<file path="src/rtl/ttd_pkg.sv">
`timescale 1ns / 1ps

package ttd_pkg;

    // Field widths.
    localparam int POS_WIDTH   = 24;
    localparam int HEAD_W      = 16;
    localparam int RELH_W      = HEAD_W + 1;
    localparam int MAG_W       = 2 * POS_WIDTH;
    localparam int DIST_W      = 23;
    localparam int SPEED_W     = 16;
    localparam int BRAKE_W     = 11;
    localparam int CODE_W      = 2;

    localparam int SAMPLE_RATE_HZ = 10;

    // Configuration port.
    localparam int CFG_IDX_W  = 2;
    localparam int CFG_DATA_W = DIST_W;
    localparam logic [CFG_IDX_W-1:0] CFG_TARGET_HEADING  = 2'd0;
    localparam logic [CFG_IDX_W-1:0] CFG_TARGET_DISTANCE = 2'd1;

    // Job queue between front and back.
    localparam int QDEPTH = 4;
    localparam int QPTR_W = $clog2(QDEPTH);

    // Motion commands.
    localparam logic [CODE_W-1:0] MOTION_STOP  = 2'd0;
    localparam logic [CODE_W-1:0] MOTION_LEFT  = 2'd1;
    localparam logic [CODE_W-1:0] MOTION_RIGHT = 2'd2;
    localparam logic [CODE_W-1:0] MOTION_FWD   = 2'd3;

    // Reported phase codes.
    localparam logic [CODE_W-1:0] PHASE_TURNING  = 2'd0;
    localparam logic [CODE_W-1:0] PHASE_DRIVING  = 2'd1;
    localparam logic [CODE_W-1:0] PHASE_FINISHED = 2'd2;

    // Braking polynomial scaled by 2^16, speed in Q8.8, result in 1/1024 m.
    localparam int POLY_W = 27;
    localparam logic [POLY_W-1:0]  BRAKE_A     = 27'd1788;
    localparam logic [POLY_W-1:0]  BRAKE_B     = 27'd33633;
    localparam logic [POLY_W-1:0]  BRAKE_C_RND = 27'd1422708 + 27'd32768;
    localparam logic [SPEED_W-1:0] SPEED_KNEE  = 16'd192;
    localparam logic [BRAKE_W-1:0] BRAKE_FAR   = 11'd1178;

    typedef struct packed {
        logic signed [POS_WIDTH-1:0] pos_x;
        logic signed [POS_WIDTH-1:0] pos_y;
        logic signed [HEAD_W-1:0]    heading_z;
    } t_in_item;

    typedef struct packed {
        logic [CODE_W-1:0]  motion;
        logic [CODE_W-1:0]  phase;
        logic [SPEED_W-1:0] speed;
        logic [BRAKE_W-1:0] braking_distance;
    } t_out_item;

    // Work handed from front to back: step since the last sample, new relative
    // position and relative heading.
    typedef struct packed {
        logic signed [POS_WIDTH-1:0] dx;
        logic signed [POS_WIDTH-1:0] dy;
        logic signed [POS_WIDTH-1:0] px;
        logic signed [POS_WIDTH-1:0] py;
        logic signed [RELH_W-1:0]    rel_h;
    } t_job;

    function automatic logic [POS_WIDTH-1:0] f_abs(input logic signed [POS_WIDTH-1:0] v);
        f_abs = v[POS_WIDTH-1] ? POS_WIDTH'(-v) : POS_WIDTH'(v);
    endfunction

endpackage

</file>
<file path="src/rtl/ttd_front.sv">
`timescale 1ns / 1ps

module ttd_front (
    input  logic              i_clk,
    input  logic              i_rst_n,
    input  logic              i_push,
    input  ttd_pkg::t_in_item i_item,
    output ttd_pkg::t_job     o_job
);

    logic                                  r_taken;
    logic signed [ttd_pkg::POS_WIDTH-1:0]  r_org_x;
    logic signed [ttd_pkg::POS_WIDTH-1:0]  r_org_y;
    logic signed [ttd_pkg::HEAD_W-1:0]     r_org_h;
    logic signed [ttd_pkg::POS_WIDTH-1:0]  r_prev_x;
    logic signed [ttd_pkg::POS_WIDTH-1:0]  r_prev_y;

    logic signed [ttd_pkg::POS_WIDTH-1:0]  rx;
    logic signed [ttd_pkg::POS_WIDTH-1:0]  ry;

    // Relative positions wrap to the position width.
    assign rx = i_item.pos_x - r_org_x;
    assign ry = i_item.pos_y - r_org_y;

    always_comb begin
        if (!r_taken) begin
            // The origin sample has no motion and no heading offset.
            o_job.dx    = '0;
            o_job.dy    = '0;
            o_job.px    = r_prev_x;
            o_job.py    = r_prev_y;
            o_job.rel_h = '0;
        end else begin
            o_job.dx    = rx - r_prev_x;
            o_job.dy    = ry - r_prev_y;
            o_job.px    = rx;
            o_job.py    = ry;
            o_job.rel_h = {i_item.heading_z[ttd_pkg::HEAD_W-1], i_item.heading_z}
                        - {r_org_h[ttd_pkg::HEAD_W-1], r_org_h};
        end
    end

    always_ff @(posedge i_clk) begin
        if (!i_rst_n) begin
            r_taken  <= 1'b0;
            r_org_x  <= '0;
            r_org_y  <= '0;
            r_org_h  <= '0;
            r_prev_x <= '0;
            r_prev_y <= '0;
        end else if (i_push) begin
            if (!r_taken) begin
                r_taken <= 1'b1;
                r_org_x <= i_item.pos_x;
                r_org_y <= i_item.pos_y;
                r_org_h <= i_item.heading_z;
            end else begin
                r_prev_x <= rx;
                r_prev_y <= ry;
            end
        end
    end

endmodule

</file>
<file path="src/rtl/ttd_queue.sv">
`timescale 1ns / 1ps

module ttd_queue (
    input  logic          i_clk,
    input  logic          i_rst_n,
    input  logic          i_push,
    input  ttd_pkg::t_job i_job,
    input  logic          i_pop,
    output logic          o_valid,
    output logic          o_full,
    output ttd_pkg::t_job o_job
);

    ttd_pkg::t_job                 r_mem [ttd_pkg::QDEPTH];
    logic [ttd_pkg::QPTR_W-1:0]    r_wr_ptr;
    logic [ttd_pkg::QPTR_W-1:0]    r_rd_ptr;
    logic [ttd_pkg::QPTR_W:0]      r_count;

    assign o_valid = (r_count != '0);
    assign o_full  = (r_count == (ttd_pkg::QPTR_W + 1)'(ttd_pkg::QDEPTH));
    assign o_job   = r_mem[r_rd_ptr];

    always_ff @(posedge i_clk) begin
        if (i_push) begin
            r_mem[r_wr_ptr] <= i_job;
        end
    end

    always_ff @(posedge i_clk) begin
        if (!i_rst_n) begin
            r_wr_ptr <= '0;
            r_rd_ptr <= '0;
            r_count  <= '0;
        end else begin
            if (i_push) begin
                r_wr_ptr <= r_wr_ptr + 1'b1;
            end
            if (i_pop) begin
                r_rd_ptr <= r_rd_ptr + 1'b1;
            end
            if (i_push && !i_pop) begin
                r_count <= r_count + 1'b1;
            end else if (!i_push && i_pop) begin
                r_count <= r_count - 1'b1;
            end
        end
    end

endmodule

</file>
<file path="src/rtl/ttd_back.sv">
`timescale 1ns / 1ps

module ttd_back #(
    parameter int SAMPLE_RATE_HZ = ttd_pkg::SAMPLE_RATE_HZ
) (
    input  logic                               i_clk,
    input  logic                               i_rst_n,
    input  logic                               i_job_valid,
    input  ttd_pkg::t_job                      i_job,
    output logic                               o_pop,
    input  logic signed [ttd_pkg::HEAD_W-1:0]  i_target_heading,
    input  logic [ttd_pkg::DIST_W-1:0]         i_target_distance,
    output logic                               o_out_valid,
    input  logic                               i_out_stall,
    output ttd_pkg::t_out_item                 o_out_data
);

    localparam int SR_W    = $clog2(SAMPLE_RATE_HZ + 1);
    localparam int SCALE_W = ttd_pkg::POS_WIDTH + SR_W;
    localparam int MAG_W   = ttd_pkg::MAG_W;
    localparam int DEC_W   = ttd_pkg::POS_WIDTH + 2;
    localparam int TRN_W   = ttd_pkg::RELH_W + 1;
    localparam logic [MAG_W-1:0] ROOT_START = MAG_W'(1) << (MAG_W - 2);

    typedef enum logic [7:0] {
        S_IDLE   = 8'b0000_0001,
        S_SQA    = 8'b0000_0010,
        S_SQB    = 8'b0000_0100,
        S_ROOT   = 8'b0000_1000,
        S_SCALE  = 8'b0001_0000,
        S_BSQ    = 8'b0010_0000,
        S_BRAKE  = 8'b0100_0000,
        S_DECIDE = 8'b1000_0000
    } t_state;

    typedef enum logic [2:0] {
        PH_TURN  = 3'b001,
        PH_DRIVE = 3'b010,
        PH_DONE  = 3'b100
    } t_phase;

    t_state                             r_state, n_state;
    t_phase                             r_phase, n_phase;
    ttd_pkg::t_job                      r_job, n_job;
    logic                               r_pass, n_pass;
    logic [MAG_W-1:0]                   r_acc, n_acc;
    logic [MAG_W-1:0]                   r_n, n_n;
    logic [MAG_W-1:0]                   r_root, n_root;
    logic [MAG_W-1:0]                   r_bit, n_bit;
    logic [ttd_pkg::SPEED_W-1:0]        r_speed, n_speed;
    logic [ttd_pkg::POS_WIDTH-1:0]      r_range, n_range;
    logic [ttd_pkg::SPEED_W-1:0]        r_sq, n_sq;
    logic [ttd_pkg::BRAKE_W-1:0]        r_brake, n_brake;
    logic                               r_out_valid, n_out_valid;
    ttd_pkg::t_out_item                 r_out, n_out;

    logic [ttd_pkg::POS_WIDTH-1:0]      op_a, op_b, op_sel;
    logic [MAG_W-1:0]                   sq;
    logic [MAG_W-1:0]                   trial;
    logic [SCALE_W-1:0]                 scaled;
    logic [7:0]                         s8;
    logic [ttd_pkg::POLY_W-1:0]         poly;
    logic signed [DEC_W-1:0]            margin;
    logic signed [TRN_W-1:0]            th_ext, rh_ext, turn_left;
    logic                               out_free;

    // First pass measures the step since the last sample, second the range.
    assign op_a   = r_pass ? ttd_pkg::f_abs(r_job.px) : ttd_pkg::f_abs(r_job.dx);
    assign op_b   = r_pass ? ttd_pkg::f_abs(r_job.py) : ttd_pkg::f_abs(r_job.dy);
    assign op_sel = (r_state == S_SQA) ? op_a : op_b;
    assign sq     = op_sel * op_sel;
    assign trial  = r_root + r_bit;
    assign scaled = r_root[ttd_pkg::POS_WIDTH-1:0] * SR_W'(SAMPLE_RATE_HZ);
    assign s8     = r_speed[7:0];
    assign poly   = ttd_pkg::BRAKE_A * ttd_pkg::POLY_W'(r_sq)
                  + ttd_pkg::BRAKE_B * ttd_pkg::POLY_W'(s8)
                  + ttd_pkg::BRAKE_C_RND;
    assign margin = $signed({3'b000, i_target_distance}) - $signed({2'b00, r_range})
                  - $signed({(DEC_W - ttd_pkg::BRAKE_W)'(0), r_brake});
    assign th_ext    = TRN_W'(i_target_heading);
    assign rh_ext    = TRN_W'(r_job.rel_h);
    assign turn_left = -th_ext;
    assign out_free  = !r_out_valid || !i_out_stall;

    assign o_pop       = (r_state == S_IDLE) && i_job_valid;
    assign o_out_valid = r_out_valid;
    assign o_out_data  = r_out;

    always_comb begin
        n_state     = r_state;
        n_phase     = r_phase;
        n_job       = r_job;
        n_pass      = r_pass;
        n_acc       = r_acc;
        n_n         = r_n;
        n_root      = r_root;
        n_bit       = r_bit;
        n_speed     = r_speed;
        n_range     = r_range;
        n_sq        = r_sq;
        n_brake     = r_brake;
        n_out       = r_out;
        n_out_valid = r_out_valid && i_out_stall;

        case (r_state)
            S_IDLE: begin
                if (i_job_valid) begin
                    n_job   = i_job;
                    n_pass  = 1'b0;
                    n_state = S_SQA;
                end
            end
            S_SQA: begin
                n_acc   = sq;
                n_state = S_SQB;
            end
            S_SQB: begin
                n_n     = r_acc + sq;
                n_root  = '0;
                n_bit   = ROOT_START;
                n_state = S_ROOT;
            end
            S_ROOT: begin
                // One result bit per cycle.
                if (r_n >= trial) begin
                    n_n    = r_n - trial;
                    n_root = (r_root >> 1) + r_bit;
                end else begin
                    n_root = r_root >> 1;
                end
                n_bit = r_bit >> 2;
                if (r_bit[0]) begin
                    n_state = r_pass ? S_BSQ : S_SCALE;
                end
            end
            S_SCALE: begin
                if (scaled[SCALE_W-1:ttd_pkg::SPEED_W+2] != '0) begin
                    n_speed = '1;
                end else begin
                    n_speed = scaled[ttd_pkg::SPEED_W+1:2];
                end
                n_pass  = 1'b1;
                n_state = S_SQA;
            end
            S_BSQ: begin
                n_range = r_root[ttd_pkg::POS_WIDTH-1:0];
                n_sq    = s8 * s8;
                n_state = S_BRAKE;
            end
            S_BRAKE: begin
                if (r_speed > ttd_pkg::SPEED_KNEE) begin
                    n_brake = ttd_pkg::BRAKE_FAR;
                end else begin
                    n_brake = poly[ttd_pkg::POLY_W-1:16];
                end
                n_state = S_DECIDE;
            end
            S_DECIDE: begin
                if (out_free) begin
                    n_out.speed            = r_speed;
                    n_out.braking_distance = r_brake;
                    n_out.motion           = ttd_pkg::MOTION_STOP;
                    case (r_phase)
                        PH_TURN: begin
                            if (i_target_heading < 0) begin
                                if (turn_left - rh_ext >= 0) begin
                                    n_out.motion = ttd_pkg::MOTION_LEFT;
                                end else begin
                                    n_phase = PH_DRIVE;
                                end
                            end else begin
                                if (th_ext + rh_ext >= 0) begin
                                    n_out.motion = ttd_pkg::MOTION_RIGHT;
                                end else begin
                                    n_phase = PH_DRIVE;
                                end
                            end
                        end
                        PH_DRIVE: begin
                            if (margin >= 0) begin
                                n_out.motion = ttd_pkg::MOTION_FWD;
                            end else begin
                                n_phase = PH_DONE;
                            end
                        end
                        default: begin
                            n_phase = PH_DONE;
                        end
                    endcase
                    case (n_phase)
                        PH_TURN:  n_out.phase = ttd_pkg::PHASE_TURNING;
                        PH_DRIVE: n_out.phase = ttd_pkg::PHASE_DRIVING;
                        default:  n_out.phase = ttd_pkg::PHASE_FINISHED;
                    endcase
                    n_out_valid = 1'b1;
                    n_state     = S_IDLE;
                end
            end
            default: begin
                n_state = S_IDLE;
            end
        endcase
    end

    always_ff @(posedge i_clk) begin
        if (!i_rst_n) begin
            r_state     <= S_IDLE;
            r_phase     <= PH_TURN;
            r_out_valid <= 1'b0;
            r_pass      <= 1'b0;
        end else begin
            r_state     <= n_state;
            r_phase     <= n_phase;
            r_out_valid <= n_out_valid;
            r_pass      <= n_pass;
        end
    end

    always_ff @(posedge i_clk) begin
        r_job   <= n_job;
        r_acc   <= n_acc;
        r_n     <= n_n;
        r_root  <= n_root;
        r_bit   <= n_bit;
        r_speed <= n_speed;
        r_range <= n_range;
        r_sq    <= n_sq;
        r_brake <= n_brake;
        r_out   <= n_out;
    end

endmodule

</file>
<file path="src/rtl/turn_then_drive_braking_controller.sv">
`timescale 1ns / 1ps
// The back end handles one sample at a time and sets the throughput: it runs the shared
// squarer and the one-bit-per-cycle square root twice per sample (24 steps each), and
// holds its result in its last state while the output is stalled.
// The front takes samples into a four-entry queue while the back end is busy.
// Reset is synchronous and active low; it clears origin, phase, queue and targets.

module turn_then_drive_braking_controller #(
    parameter int SAMPLE_RATE_HZ = ttd_pkg::SAMPLE_RATE_HZ
) (
    input  logic                              i_clk,
    input  logic                              i_rst_n,
    input  logic                              i_in_valid,
    output logic                              o_in_stall,
    input  ttd_pkg::t_in_item                 i_in_data,
    output logic                              o_out_valid,
    input  logic                              i_out_stall,
    output ttd_pkg::t_out_item                o_out_data,
    input  logic                              i_cfg_we,
    input  logic [ttd_pkg::CFG_IDX_W-1:0]     i_cfg_index,
    input  logic [ttd_pkg::CFG_DATA_W-1:0]    i_cfg_data
);

    logic signed [ttd_pkg::HEAD_W-1:0]  r_target_heading;
    logic [ttd_pkg::DIST_W-1:0]         r_target_distance;

    logic           push;
    logic           q_full;
    logic           q_valid;
    logic           pop;
    ttd_pkg::t_job  front_job;
    ttd_pkg::t_job  q_job;

    assign o_in_stall = q_full;
    assign push       = i_in_valid && !q_full;

    always_ff @(posedge i_clk) begin
        if (!i_rst_n) begin
            r_target_heading  <= '0;
            r_target_distance <= '0;
        end else if (i_cfg_we) begin
            case (i_cfg_index)
                ttd_pkg::CFG_TARGET_HEADING:
                    r_target_heading <= i_cfg_data[ttd_pkg::HEAD_W-1:0];
                ttd_pkg::CFG_TARGET_DISTANCE:
                    r_target_distance <= i_cfg_data[ttd_pkg::DIST_W-1:0];
                default: begin
                end
            endcase
        end
    end

    ttd_front u_front (
        .i_clk   (i_clk),
        .i_rst_n (i_rst_n),
        .i_push  (push),
        .i_item  (i_in_data),
        .o_job   (front_job)
    );

    ttd_queue u_queue (
        .i_clk   (i_clk),
        .i_rst_n (i_rst_n),
        .i_push  (push),
        .i_job   (front_job),
        .i_pop   (pop),
        .o_valid (q_valid),
        .o_full  (q_full),
        .o_job   (q_job)
    );

    ttd_back #(
        .SAMPLE_RATE_HZ (SAMPLE_RATE_HZ)
    ) u_back (
        .i_clk             (i_clk),
        .i_rst_n           (i_rst_n),
        .i_job_valid       (q_valid),
        .i_job             (q_job),
        .o_pop             (pop),
        .i_target_heading  (r_target_heading),
        .i_target_distance (r_target_distance),
        .o_out_valid       (o_out_valid),
        .i_out_stall       (i_out_stall),
        .o_out_data        (o_out_data)
    );

endmodule

</file>
<file path="config.mk">
export PLATFORM = sky130hd
export DESIGN_NAME = turn_then_drive_braking_controller
export DESIGN_NICKNAME = d
export VERILOG_FILES = /design/src/rtl/ttd_pkg.sv /design/src/rtl/ttd_front.sv /design/src/rtl/ttd_queue.sv /design/src/rtl/ttd_back.sv /design/src/rtl/turn_then_drive_braking_controller.sv
export SDC_FILE = /design/constraint.sdc
export NUM_CORES = 2
export LEC_CHECK = 0
export BUFFER_PORTS_ARGS = -buffer_cell sky130_fd_sc_hd__buf_2
export CAP_MARGIN = 20
export CORE_ASPECT_RATIO = 0.5
export CORE_MARGIN = 5
export CORE_UTILIZATION = 55
export DETAILED_ROUTE_END_ITERATION = 10
export PLACE_DENSITY_LB_ADDON = 0.12
export SETUP_SLACK_MARGIN = 0.3
export SYNTH_ARGS = -nofsm -noshare
export SYNTH_HDL_FRONTEND = slang
export SYNTH_SLANG_ARGS = --single-unit
</file>
<file path="constraint.sdc">
create_clock -name i_clk -period 13.3 [get_ports i_clk]
set_clock_uncertainty 0.1 [all_clocks]
set_input_delay 1.995 -clock i_clk [delete_from_list [all_inputs] [get_ports i_clk]]
set_output_delay 1.995 -clock i_clk [all_outputs]
set_load 0.05 [all_outputs]
</file>
After elaboration in Yosys (flattened, before gate mapping)
Memory sizes are Yosys's and may differ from the RTL's. A register that Yosys moved wholly into a read port is not among the register bits.
Cells that the tools add are included.
{"block": "totals", "regBits": 462, "ramBits": 452, "in_bits": 94, "output_inout_bits": 33, "mem_count": 1}
{"memory": "u_queue.r_mem", "words": 4, "width": 113, "read_ports": 1, "rd_ports_with_merged_regs": 1, "write_ports": 1, "line": "ttd_queue.sv:14", "source": "ttd_pkg::t_job r_mem [ttd_pkg::QDEPTH];"}
{"block": "classes", "addsub": 24, "n_mul": 5, "order_cmp": 6, "n_eq_ne": 18, "n_mux": 39, "n_bitwise": 1, "reduce_logical": 26}
{"op": "$pmux 48 s2", "count": 3}
{"op": "$mux 24", "count": 7}
{"op": "$mux 113", "count": 1}
{"op": "$add 48x48->48", "count": 2}
{"op": "$mux 48", "count": 2}
{"op": "$neg 24->24", "count": 4}
{"op": "$sub 24x24->24", "count": 4}
{"op": "$ge 32x1->1 const B", "count": 2}
{"op": "$pmux 8 s8", "count": 1}
{"op": "$add 47x48->48", "count": 1}
{"op": "$ge 48x48->1", "count": 1}
{"op": "$mul 24x24->48", "count": 1}
{"op": "$sub 48x48->48", "count": 1}
{"op": "$add 27x21->27 const B", "count": 1}
{"op": "$add 27x24->27", "count": 1}
{"op": "$mul 24x3->27 const B", "count": 1}
{"op": "$ge 26x1->1 const B", "count": 1}
{"op": "$sub 25x12->26", "count": 1}
{"op": "$mul 9x16->25 const A", "count": 1}
{"op": "$sub 23x24->25", "count": 1}
{"op": "$mul 16x8->24 const A", "count": 1}
{"op": "$mux 3", "count": 8}
{"op": "$mux 8", "count": 3}
{"op": "$sub 18x17->19", "count": 1}
{"op": "38 further kinds", "count": 69}

Longest topological paths before layout
{"block": "depth", "depth_word": 10, "ltp_mapped": 49}

Modules after synthesis
Synthesis repeated with hierarchy kept, for this count alone.
{"block": "unflattened", "cells_unflattened": 7362, "area_unflattened_um2": 77717.0}
{"mod": "ttd_back", "instances": 1, "cells_each": 5126, "area_per_inst_um2": 49276.0, "seq_area_each_um2": 11581.1}
{"mod": "ttd_queue", "instances": 1, "cells_each": 634, "area_per_inst_um2": 16778.6, "seq_area_each_um2": 13753.2}
{"mod": "ttd_front", "instances": 1, "cells_each": 1448, "area_per_inst_um2": 10141.0, "seq_area_each_um2": 2262.2}
{"mod": "turn_then_drive_braking_controller", "instances": 1, "cells_each": 154, "area_per_inst_um2": 1521.5, "seq_area_each_um2": 780.7}

Worst setup path before layout
No wires, ideal clock.
{"block": "synth_timing", "kind": "register to register", "from": "register u_back.r_state[2]", "to": "register u_back.r_n[47] (data pin)", "setup_ns": 0.158, "arrival_ns": 12.069, "slack_ns": 0.973, "path_stages_with_launch": 46, "path_buffers": 2, "synth_period_minus_slack_ns": 12.327, "path_cell_list": "dfxtp_1 nor4_1 and2_1 nand3b_1 inv_1 buf_1 clkbuf_1 a21oi_1 mux2i_1 inv_1 nor2_1 inv_1 fa_1 inv_1 fa_1 inv_1 fa_1 fa_1 (+10 left out) o21ai_0 a31o_2 a22oi_1 nand2b_1 a21o_1 a211o_1 a21oi_1 xnor2_1 ha_1 a21o_1 a21oi_1 o21ai_0 a221o_1 or4b_1 a31o_2 a21oi_1 xor3_1 o211ai_1"}
{"block": "synth_via", "elab_chain_cells": 5, "word_cells_on_any_way": 7}
{"item": "from (decl)", "line": "ttd_back.sv:42", "source": "t_state r_state, n_state;"}
{"item": "from (signal assigned)", "line": "ttd_back.sv:212", "source": "r_state <= n_state;"}
{"item": "$eq 8x2->1", "line": "ttd_back.sv:70", "source": "assign op_sel = (r_state == S_SQA) ? op_a : op_b;"}
{"item": "$mux 24", "line": "ttd_back.sv:70"}
{"item": "$mul 24x24->48", "line": "ttd_back.sv:71", "source": "assign sq = op_sel * op_sel;"}
{"item": "via u_back.sq[32]", "line": "ttd_back.sv:58", "source": "logic [MAG_W-1:0] sq;"}
{"item": "$add 48x48->48", "line": "ttd_back.sv:118", "source": "n_n = r_acc + sq;"}
{"item": "$pmux 48 s2", "line": "ttd_back.sv:105", "source": "case (r_state)"}
{"item": "via u_back.n_n[47]", "line": "ttd_back.sv:47", "source": "logic [MAG_W-1:0] r_n, n_n;"}
{"item": "to (signal assigned)", "line": "ttd_back.sv:222", "source": "r_n <= n_n;"}
{"item": "to (decl)", "line": "ttd_back.sv:47"}
The timed path passes the listed nets, and every way through them passes these cells.
A chain may end at the register's enable or synchronous reset.

Worst setup path in the final report
{"block": "layout_timing", "from": "register u_back.r_job[76] in the netlist's numbering", "to": "register u_back.r_n[47] (data pin)"}
{"block": "layout_via", "elab_chain_cells": 7}
{"item": "from (decl)", "line": "ttd_back.sv:44", "source": "ttd_pkg::t_job r_job, n_job;"}
{"item": "from (signal assigned)", "line": "ttd_back.sv:220", "source": "r_job <= n_job;"}
{"item": "$neg 24->24", "line": "ttd_pkg.sv:70", "source": "f_abs = v[POS_WIDTH-1] ? POS_WIDTH'(-v) : POS_WIDTH'(v);"}
{"item": "$mux 24 (*)", "line": "ttd_pkg.sv:70"}
{"item": "$mux 24 (*)", "line": "ttd_back.sv:69", "source": "assign op_b = r_pass ? ttd_pkg::f_abs(r_job.py) : ttd_pkg::f_abs(r_job.dy);"}
{"item": "$mux 24 (*)", "line": "ttd_back.sv:70"}
{"item": "$mul 24x24->48 (*)", "line": "ttd_back.sv:71"}
{"item": "via u_back.sq[32]", "line": "ttd_back.sv:58"}
{"item": "$add 48x48->48 (*)", "line": "ttd_back.sv:118"}
{"item": "$pmux 48 s2 (*)", "line": "ttd_back.sv:105"}
{"item": "via u_back.n_n[47]", "line": "ttd_back.sv:47"}
Mark *: on every way through the listed nets, which the timed path passes. The rest lies on a longest branch.

==> results.sh <==
export IMPL_initial_utilization_pct=55.1
export IMPL_rsz0062_at_grt="no"
export IMPL_critPathLaunchType="flip-flop"
export IMPL_remaining_drc_errors=0
export IMPL_cap_violations=0
export IMPL_timing_rr_start="u_back.r_job[76]"
export IMPL_path_class="flip-flop to flip-flop"
export IMPL_root_buffer="clkbuf_16"
export IMPL_ctsHoldBuffers=0
export IMPL_yosysWarnings=0
export IMPL_async_flop_share_pct=0
export IMPL_layout_commonest_cell="inv_1"
export IMPL_antenna_found_initial=0
export IMPL_worst_slew_pin_slew_ns=1.04
export IMPL_synth_cell_types=91
export IMPL_yosys_area_top_type="edfxtp_1"
export IMPL_fin_crit_ns=12.31
export IMPL_n_fill_cell=11700
export IMPL_ant_nets=0
export IMPL_hold_viol=0
export IMPL_ys_seq_area_share_pct=36.8
export IMPL_hold_path_class="flip-flop to flip-flop"
export IMPL_wire_per_inst_um=18.9
export IMPL_cp_depth=46
export IMPL_synth_edf_count=829
export IMPL_startpoint="u_back.r_job[76]"
export IMPL_finalCritPeriodShare_pct=92.6
export IMPL_ios=127
export IMPL_syn_avg_cell_area_um2=10.5
export IMPL_synthFlopType="edfxtp_1"
export IMPL_clkLatencyLatePin_ns=0.72
export IMPL_max_freq_ghz=0.0812
export IMPL_area_growth_syn_to_layout_pct=8.04
export IMPL_ys_seq_elements=1001
export IMPL_crit_required_ns=13.69
export IMPL_status="completed"
export IMPL_worst_r2r_endpoint="u_back.r_n[47]"
export IMPL_grt_util_all_layers_pct=24.2
export IMPL_final_cell_mix="inv_1, edfxtp_1, nand2_1, ha_1, fa_1"
export IMPL_grt_pass1_vias=52100
export IMPL_seqCellArea_um2=28300
export IMPL_port_buffers=126
export IMPL_gp_congestion=0.914
export IMPL_h_tree_depth=3
export IMPL_cp_num_buf_inv=8
export IMPL_grt_overflow=0
export IMPL_drt_pass1_iter_count=6
export IMPL_clk_pin_slew_worst_paths_ns=0.07
export IMPL_crit_arrival_ns=12.70
export IMPL_avgViaCountPerCell=5.57
export IMPL_synth_area_leaders="edfxtp_1, fa_1, ha_1"
export IMPL_synth_cells=7319
export IMPL_route_vias_total=52200
export IMPL_drv_slew=0
export IMPL_slew_headroom_pct=30.2
export IMPL_drtIter0Drc=3750
export IMPL_reg2reg_setup_slack_ns=0.99
export IMPL_setup_viol=0
export IMPL_r2r_cells=46
export IMPL_nets=8777
export IMPL_crit_path_frequent_cell="fa_1"
export IMPL_grt_pass1_wl_um=287000
export IMPL_cts_tree="done"
export IMPL_wirelength_um=177000
export IMPL_synth_top_area_share_pct=32.4
export IMPL_clock_sinks=1001
export IMPL_crit_end="u_back.r_n[47]"
export IMPL_drive_above_1_share_pct=7.61
export IMPL_end_kind="flip-flop"
export IMPL_dp_hpwl_um=133000
export IMPL_grt_max_degree=79
export IMPL_crit_fanout=17
export IMPL_die_area_um2=148000
export IMPL_netlist_area_um2=76900
export IMPL_dieWidth_um=539
export IMPL_cpMaxStageDelayCell="or4_4"
export IMPL_fp_dieH_um=274
export IMPL_slowest_delay_ns=0.55
export IMPL_num_rows=97
export IMPL_cts_inserted_buffers=96
export IMPL_multiInputGateArea_um2=43900
export IMPL_tns_ns=0
export IMPL_core_area_um2=139000
export IMPL_critPathTopFamily="adder cells"
export IMPL_cts_max_path_buffers=3
through the flow:
stage | area [um2] | worst slack, ns | cells | hold WS (ns) | utilization (%)
after global placement | 79600 | 1.05 | 9188 | 0.342 | 57.1
final | 83100 | 0.987 | 9373 | 0.353 | 59.6
after floorplan | 77000 | 0.973 | 7335 | 0.326 | -
after CTS | 83000 | 0.763 | 9370 | 0.356 | 59.5
after global routing | 83100 | 0.280 | 9372 | 0.370 | 59.6
after detailed placement | 79600 | 0.868 | 9188 | 0.347 | 57.1
worst min-delay path, cell delays in order (launching register included):
cell and delay [ns]:
dfxtp_1 0.31, nand2_1 0.05, a21oi_1 0.05
what timing repair did:
| action | 4_1_cts | 5_1_grt |
|---|---|---|
| endpoints found under the setup margin | 0 | 3 |
| gates resized for setup | 0 | 8 |
| setup buffers | 0 | 2 |
| endpoints found under the hold margin | 0 | 0 |
final cells by class:
| type | count | share of cell area (%) |
|---|---|---|
| clock buffer | 118 | 3.08 |
| timing repair buffer | 181 | 1.26 |
| sequential | 1001 | 34.1 |
| tap | 1881 | 2.83 |
| multi-input combinational | 5054 | 52.8 |
| clock inverter | 64 | 1.02 |
| antenna | 1 | 0.00301 |
| inverter | 1073 | 4.87 |
synthesized netlist by cell type, drive strengths merged, types with 115 or more instances:
| master | count |
|---|---|
| xnor2 | 269 |
| dfxtp | 172 |
| ha | 723 |
| edfxtp | 829 |
| nand2 | 744 |
| nor2 | 479 |
| o21ai | 265 |
| xor2 | 182 |
| a21o | 145 |
| fa | 553 |
| a21oi | 490 |
| inv | 1068 |
| mux4 | 115 |
| clkbuf | 168 |
cell families (layout without fill, tap and decap cells):
logic type	count (synthesis)	count (layout)	share of synthesized area [%]
AO/OA/AOI/OAI	1371	1371	11.1
XOR/XNOR	453	453	5.21
multiplexers	159	159	3.97
adder cells (fa/ha/maj)	1276	1276	26.2
AND/OR/NAND/NOR	1777	1777	10.5
other	2	19	0.00977
buffers and inverters	1280	1436	6.26
flip-flops	1001	1001	36.8
routing by layer:
metal / part of all wire (%) / global-route usage, % / up-vias
met5: 0 / 0 / -
met2: 46 / 39.5 / 1317
met1: 46 / 34.2 / 25300
met3: 5.9 / 3.88 / 266
met4: 2.3 / 5.56 / 0
li1: - / - / 25300
flip-flops by register name (all words and copies together), names as in the netlist, 15 cells and up:
signal,cells
u_back.o_out_data,31
u_front.r_org_x,24
u_front.r_org_y,24
u_back.r_n,48
u_front.r_org_h,16
u_queue.r_mem,452
r_target_distance,23
u_back.r_speed,16
u_back.r_sq,15
u_back.r_acc,47
u_back.r_job,113
u_front.r_prev_y,24
r_target_heading,16
u_back.r_range,24
u_front.r_prev_x,24
u_back.r_root,48
u_back.r_bit,24
worst min-delay path by stage:
stage                                    start                     to  cells after the start
after global placement      u_front.r_org_y[4]     u_front.r_org_y[4]                      2
after global routing        u_front.r_org_h[8]     u_front.r_org_h[8]                      2
final                      u_front.r_org_h[12]    u_front.r_org_h[12]                      2
after floorplan             u_back.r_brake[10]  u_back.o_out_data[10]                      0
after detailed placement  u_front.r_prev_y[13]   u_front.r_prev_y[13]                      2
after CTS                 u_front.r_prev_y[16]   u_front.r_prev_y[16]                      2
Power is not shown: default switching activity piles up to over one toggle a cycle in this logic, so the estimate is an artifact.
